==> config.mk <==
export PLATFORM = sky130hd
export DESIGN_NAME = rbd_pos
export DESIGN_NICKNAME = d
export VERILOG_FILES = /design/src/hdl/rbd_pkg.sv /design/src/hdl/rbd_pos.sv
export SDC_FILE = /design/constraint.sdc
export NUM_CORES = 1
export LEC_CHECK = 0
export BUFFER_PORTS_ARGS = -buffer_cell sky130_fd_sc_hd__buf_4
export CAP_MARGIN = 20
export CORE_MARGIN = 5
export CORE_UTILIZATION = 40
export CTS_BUF_LIST = sky130_fd_sc_hd__clkbuf_8
export DETAILED_ROUTE_END_ITERATION = 10
export GPL_ROUTABILITY_DRIVEN = 1
export GPL_TIMING_DRIVEN = 0
export PLACE_DENSITY = 0.54
export SLEW_MARGIN = 20
export SYNTH_ARGS = -nofsm -noshare
export SYNTH_HDL_FRONTEND = slang
export SYNTH_SLANG_ARGS = --single-unit
export TNS_END_PERCENT = 50
==> constraint.sdc <==
create_clock -name clk -period 5.9 [get_ports clk]
set_input_delay 0.59 -clock clk [delete_from_list [all_inputs] [get_ports clk]]
set_output_delay 0.59 -clock clk [all_outputs]
set_load 0.01 [all_outputs]
==> src/hdl/rbd_pkg.sv <==
// rbd_pkg: shared types and constants for the rgba 2x2 box downsampler
// no dependencies; imported by rbd_pos and the top-level core

package rbd_pkg;

  // configuration register width and register indexes
  localparam int SIZE_W = 13;
  localparam int CFG_IDX_W = 1;
  localparam logic [CFG_IDX_W-1:0] REG_ROW_WIDTH = 1'b0;
  localparam logic [CFG_IDX_W-1:0] REG_ROW_COUNT = 1'b1;

  // size limits
  localparam int MAX_WIDTH_DEF = 4096;
  localparam int MAX_HEIGHT = 4096;
  localparam int ROW_W = $clog2(MAX_HEIGHT);

  // channel and sum widths
  localparam int CH_W = 8;
  localparam int NUM_CH = 4;
  localparam int PIX_W = CH_W * NUM_CH;
  localparam int PSUM_W = CH_W + 1;
  localparam int LINE_W = PSUM_W * NUM_CH;

  // per-beat position decode from the position tracker
  typedef struct packed {
    logic enabled;   // image large enough to give output
    logic in_image;  // pixel lies inside the even-sized area
    logic odd_col;
    logic odd_row;
    logic last;      // final 2x2 block of the image
  } pos_ctl_t;

endpackage

==> src/hdl/rbd_pos.sv <==
// rbd_pos: column and row position tracking with wrap at image end
// depends on rbd_pkg

module rbd_pos import rbd_pkg::*; #(
  parameter int MAX_WIDTH = MAX_WIDTH_DEF,
  localparam int COL_W = (MAX_WIDTH > 1) ? $clog2(MAX_WIDTH) : 1,
  localparam int CMP_W = (COL_W + 1 > SIZE_W) ? COL_W + 1 : SIZE_W,
  localparam int LINE_DEPTH = MAX_WIDTH / 2,
  localparam int ADDR_W = (LINE_DEPTH > 1) ? $clog2(LINE_DEPTH) : 1
) (
  input  logic              clk,
  input  logic              rst,
  input  logic              advance,
  input  logic [SIZE_W-1:0] row_width,
  input  logic [SIZE_W-1:0] row_count,
  output pos_ctl_t          ctl,
  output logic [ADDR_W-1:0] line_addr
);

  logic [COL_W-1:0] column_pos, column_pos_next;
  logic [ROW_W-1:0] row_pos, row_pos_next;

  logic [CMP_W-1:0]  w_sat, used_w, col_x;
  logic [SIZE_W-1:0] h_sat, used_h, row_x;
  logic [COL_W-1:0]  col_half;
  logic              col_end, row_end;

  // saturate sizes and round them down to even
  always_comb begin
    w_sat = (CMP_W'(row_width) > CMP_W'(MAX_WIDTH)) ? CMP_W'(MAX_WIDTH) : CMP_W'(row_width);
    h_sat = (row_count > SIZE_W'(MAX_HEIGHT)) ? SIZE_W'(MAX_HEIGHT) : row_count;
    used_w = {w_sat[CMP_W-1:1], 1'b0};
    used_h = {h_sat[SIZE_W-1:1], 1'b0};
    col_x = CMP_W'(column_pos);
    row_x = SIZE_W'(row_pos);
  end

  // decode the current position
  always_comb begin
    ctl.enabled  = (w_sat >= CMP_W'(2)) && (h_sat >= SIZE_W'(2));
    ctl.in_image = (col_x < used_w) && (row_x < used_h);
    ctl.odd_col  = column_pos[0];
    ctl.odd_row  = row_pos[0];
    ctl.last     = (row_x == used_h - SIZE_W'(1)) && (col_x == used_w - CMP_W'(1));
    col_half     = column_pos >> 1;
    line_addr    = ADDR_W'(col_half);
    col_end      = col_x >= w_sat - CMP_W'(1);
    row_end      = row_x >= h_sat - SIZE_W'(1);
  end

  // next position
  always_comb begin
    column_pos_next = column_pos;
    row_pos_next = row_pos;
    if (advance && ctl.enabled) begin
      if (col_end) begin
        column_pos_next = '0;
        row_pos_next = row_end ? '0 : row_pos + ROW_W'(1);
      end else begin
        column_pos_next = column_pos + COL_W'(1);
      end
    end
  end

  always_ff @(posedge clk) begin
    if (rst) begin
      column_pos <= '0;
      row_pos <= '0;
    end else begin
      column_pos <= column_pos_next;
      row_pos <= row_pos_next;
    end
  end

endmodule

; After elaboration in Yosys (flattened, before gate mapping)
; Cells that the tools add are included.
[word_totals]
reg_bits = 24
input_bits = 29
out_inout_bits = 16
word_cells = 27
[classes]
n_addsub = 6
order_cmp = 8
n_eq_ne = 2
mux = 4
n_reduce_logical = 5
[ops]
columns = operator, count
row1 = $sub 13x1->13 const B, 4
row2 = $eq 12x13->1, 2
row3 = $ge 12x13->1, 2
row4 = $ge 13x2->1 const B, 2
row5 = $gt 13x13->1 const B, 2
row6 = $lt 12x13->1, 2
row7 = $mux 13, 2
row8 = $add 12x1->12 const B, 2
row9 = $mux 12, 2
row10 = $logic_and 1x1->1, 4
row11 = $reduce_and 2->1, 1

; Logic depth before layout (Yosys ltp)
[depth]
word_depth = 6
depth_mapped = 19

; Least setup slack after synthesis
; Ideal clock, no wire load.
[synth_path]
kind = input-to-reg
start = input row_width[12]
end = register row_pos[8]
t_arrival_ns = 4.366
slack_ns = 1.464
cell_stages = 18
path_cell_list = clkbuf_1 > clkinv_1 > clkbuf_1 > nand2_1 > ha_1 > clkbuf_1 > clkbuf_1 > nand2_1 > o32a_1 > o21ai_0 > ha_1 > nand2_1 > or3_1 > a21oi_1 > o211ai_4 > or3_1 > or3_1 > a21oi_1
[synth_between]
elab_chain_len = 6
[synth_rtl]
columns = element, line_no
row1 = "start, declared", rbd_pos.sv:14  ; input logic [SIZE_W-1:0] row_width,
row2 = $gt 13x13->1, rbd_pos.sv:30  ; w_sat = (CMP_W'(row_width) > CMP_W'(MAX_WIDTH)) ? CMP_W'(MAX_WIDTH) : CMP_W'(row_width);
row3 = $mux 13 (*), rbd_pos.sv:30
row4 = branches (longest 3 deep; another with $sub 13x1->13), n/a
row5 = $reduce_and 2->1 (no source line) (*), n/a
row6 = "end signal, assigned", rbd_pos.sv:71  ; row_pos <= row_pos_next;
row7 = "end, declared", rbd_pos.sv:21  ; logic [ROW_W-1:0] row_pos, row_pos_next;
; Every way passes the cells marked *.
; A chain may end at the register's enable or synchronous reset.

; Final worst setup path
[layout_path]
start = input row_width[12]
end = register row_pos[7]
; The elaborated chain is that of the path after synthesis.

==> results.json <==
{
  "wl_met1_um": 6070,
  "cp_slowest_cell": "a2111oi_0",
  "vias_per_cell": 5.91,
  "synth-main-ff-cell": "dfxtp_1",
  "status": "finished, final reports clean",
  "dieArea_um2": 11800,
  "clk_pin_slew_ps": 80,
  "antenna_found_initial": 0,
  "setup_viol": 0,
  "hold_start": "rst",
  "clock_latency_ps": 260,
  "cts_root_buf": "clkbuf_8",
  "hp-class": "input pin to flop",
  "layout.area.seq_um2": 480,
  "syn-instance-count": 536,
  "finalHoldWorstSlack_ps": 540,
  "ios": 45,
  "p_comb_share_pct": 41.7,
  "finalClockSkew_ps": 3.98,
  "die_w_um": 109,
  "cp-end-kind": "flop",
  "dr.first_iter.drc_count": 213,
  "cts_buffers": 3,
  "min_period_ps": 5580,
  "yosysUniqueCellTypes": 73,
  "die_h_um": 109,
  "ant_nets": 0,
  "p_leak_uw": 0.00173,
  "cts.sinks": 24,
  "power_switching_uw": 167,
  "drc_errors": 0,
  "grt-ovfl-total": 0,
  "async_flop_share_pct": 0,
  "fmax_mhz": 179,
  "seq_area_frac_synth_pct": 12.3,
  "startpoint_type": "input pin",
  "fill_cells": 1011,
  "placementRows": 36,
  "worstPathArrival_ps": 5780,
  "r2r-start": "column_pos[9]$_SDFFE_PP0P_",
  "final_nets": 657,
  "power.total_uw": 448,
  "post-route-period-util_pct": 94.6,
  "place_congestion": 0.884,
  "design.core.area_um2": 9640,
  "track_usage_pct": 21.8,
  "stdcell_count": 705,
  "drive_gt1_share_pct": 11.5,
  "grt_pass1_vias": 3829,
  "cp_common_cell": "clkbuf_1",
  "hold_buffers": 0,
  "slew_viol_final": 0,
  "syn_nets": 619,
  "worst_pin_slew_ps": 898,
  "r2r_setup_slack_ps": 2880,
  "htreeDepth": 1,
  "peakVddDrop_uv": 106,
  "required_ps": 6090,
  "rsz0062_at_grt": "false",
  "place_area_um2": 4300,
  "synth_common_cells": "nand2_1, ha_1, nor2_1",
  "design_area_um2": 4350,
  "p_int_uw": 281,
  "place.port_buffers": 32,
  "synth-seq-cells": 24,
  "cts_tree": "yes",
  "dp.cells": 701,
  "maxCapViolations": 0,
  "cts-resized-gates": 0,
  "initial_utilization_pct": 40.4,
  "clk_path_buf_depth": 2,
  "yosysTopAreaCell": "ha_1",
  "crit_path_max_fanout": 10,
  "critPathMaxStageDelay_ps": 830,
  "cp-startpoint": "row_width[12]",
  "wl_per_cell_um": 17.7,
  "routed-wl-met3_um": 718,
  "antenna_cells": 0,
  "first_pass_iters": 5,
  "clkPwrFrac_pct": 21.1,
  "hold_violations": 0,
  "timing.slew.headroom_pct": 38.6,
  "met2_length_um": 5550,
  "hpwl_um": 9960,
  "synth_most_common_cell": "nand2_1",
  "yosys.area.top_type_share_pct": 17.3,
  "vias": 4169,
  "ys_warn_count": 0,
  "synth_edf_count": 0,
  "path_class": "input pin to flop",
  "multiInputGateArea_um2": 3160,
  "top_layer_used": "met4",
  "synth.area.top_cells": "ha_1, dfxtp_1, nand2_1",
  "netlist_area_um2": 3900,
  "p_seq_share_pct": 37.2,
  "grt_start_max_net_pins": 13,
  "p_sw_share_pct": 37.3,
  "synth_area_per_cell_um2": 7.27,
  "syn_to_final_growth_pct": 11.7,
  "cts_setup_buffers": 0,
  "cp_cell_sequence": "buf_4, clkbuf_1, clkinv_1, clkbuf_1, nand2_1, ha_1, clkbuf_1, clkbuf_1, nand2_1, o32a_1, o21ai_0, ha_1, a2111oi_0, o21ai_0, o211ai_4, buf_8, o21bai_4, a21oi_1",
  "powerDensity_nw_per_um2": 103,
  "routed_wl_um": 12500,
  "tns_ps": 0,
  "grt_pass1_wl_um": 20400
}
## worst paths after layout
path	to	depth (start not counted)
max	row_pos[7]$_SDFFE_PP0P_	18
min	row_pos[4]$_SDFFE_PP0P_	2
min reg2reg	row_pos[0]$_SDFFE_PP0P_	2
max reg2reg	row_pos[7]$_SDFFE_PP0P_	7
## power groups by stage
stage	clock network, uW	logic [uW]	registers, uW
CTS	99.4	185	167
detailed placement	0	184	171
floorplan	0	128	170
finish	94.7	187	167
global placement	0	182	170
global route	106	209	167
## registers in the layout (all words and copies together) (netlist names)
register    count
column_pos     12
row_pos        12
## cells by family after synthesis
logic type / after synthesis / synth area share (%)
and+or+nand+nor: 208 / 27.5
xor gates and xnor gates: 38 / 8.54
DFF: 24 / 12.3
AOI/OAI and AO/OA: 147 / 25.6
adders and majority gates: 54 / 17.3
muxes: 8 / 2.22
buffers and inverters: 57 / 6.52
## metal layers
layer	GRT usage, %	vias to the layer above
met4	3.88	0
met5	0	-
met2	33.5	117
li1	-	2054
met3	2.13	12
met1	33.0	1986
## stage by stage
step / worst slack (ps) / util (%)
4_1_cts: 346 / 45.1
2_1_floorplan: 1460 / -
3_5_place_dp: 61.6 / 44.6
5_1_grt: 9.59 / 45.1
6_report: 316 / 45.1
3_3_place_gp: 176 / 44.6
## worst max-delay path, delay by kind of cell
| family | cells | cell delay (ps) |
|---|---|---|
| compound gates | 7 | 2230 |
| simple gates | 2 | 390 |
| buf+inv | 7 | 2120 |
| fa+ha+maj | 2 | 440 |
## cells in the final DEF (no fill, tap or decap), types with 12 or more instances in the layout
master and instances:
dfxtp_1 24, nand3_1 16, nor2_1 52, inv_1 19
a21oi_1 34, nor3_1 12, buf_4 33, o21ai_0 34
clkbuf_1 22, xor2_1 21, xnor2_1 17, nand2_1 57
ha_1 54
## area by class of cell
cell class / instances / area share, %
multi-input cells: 455 / 72.7
flip-flops and latches: 24 / 11.0
repair buffers: 33 / 5.69
plain buffers: 37 / 4.11
well taps: 133 / 3.82
inverters: 20 / 1.73
clock buffers: 3 / 0.949
No activity file was read; power rests on OpenSTA's default activity.
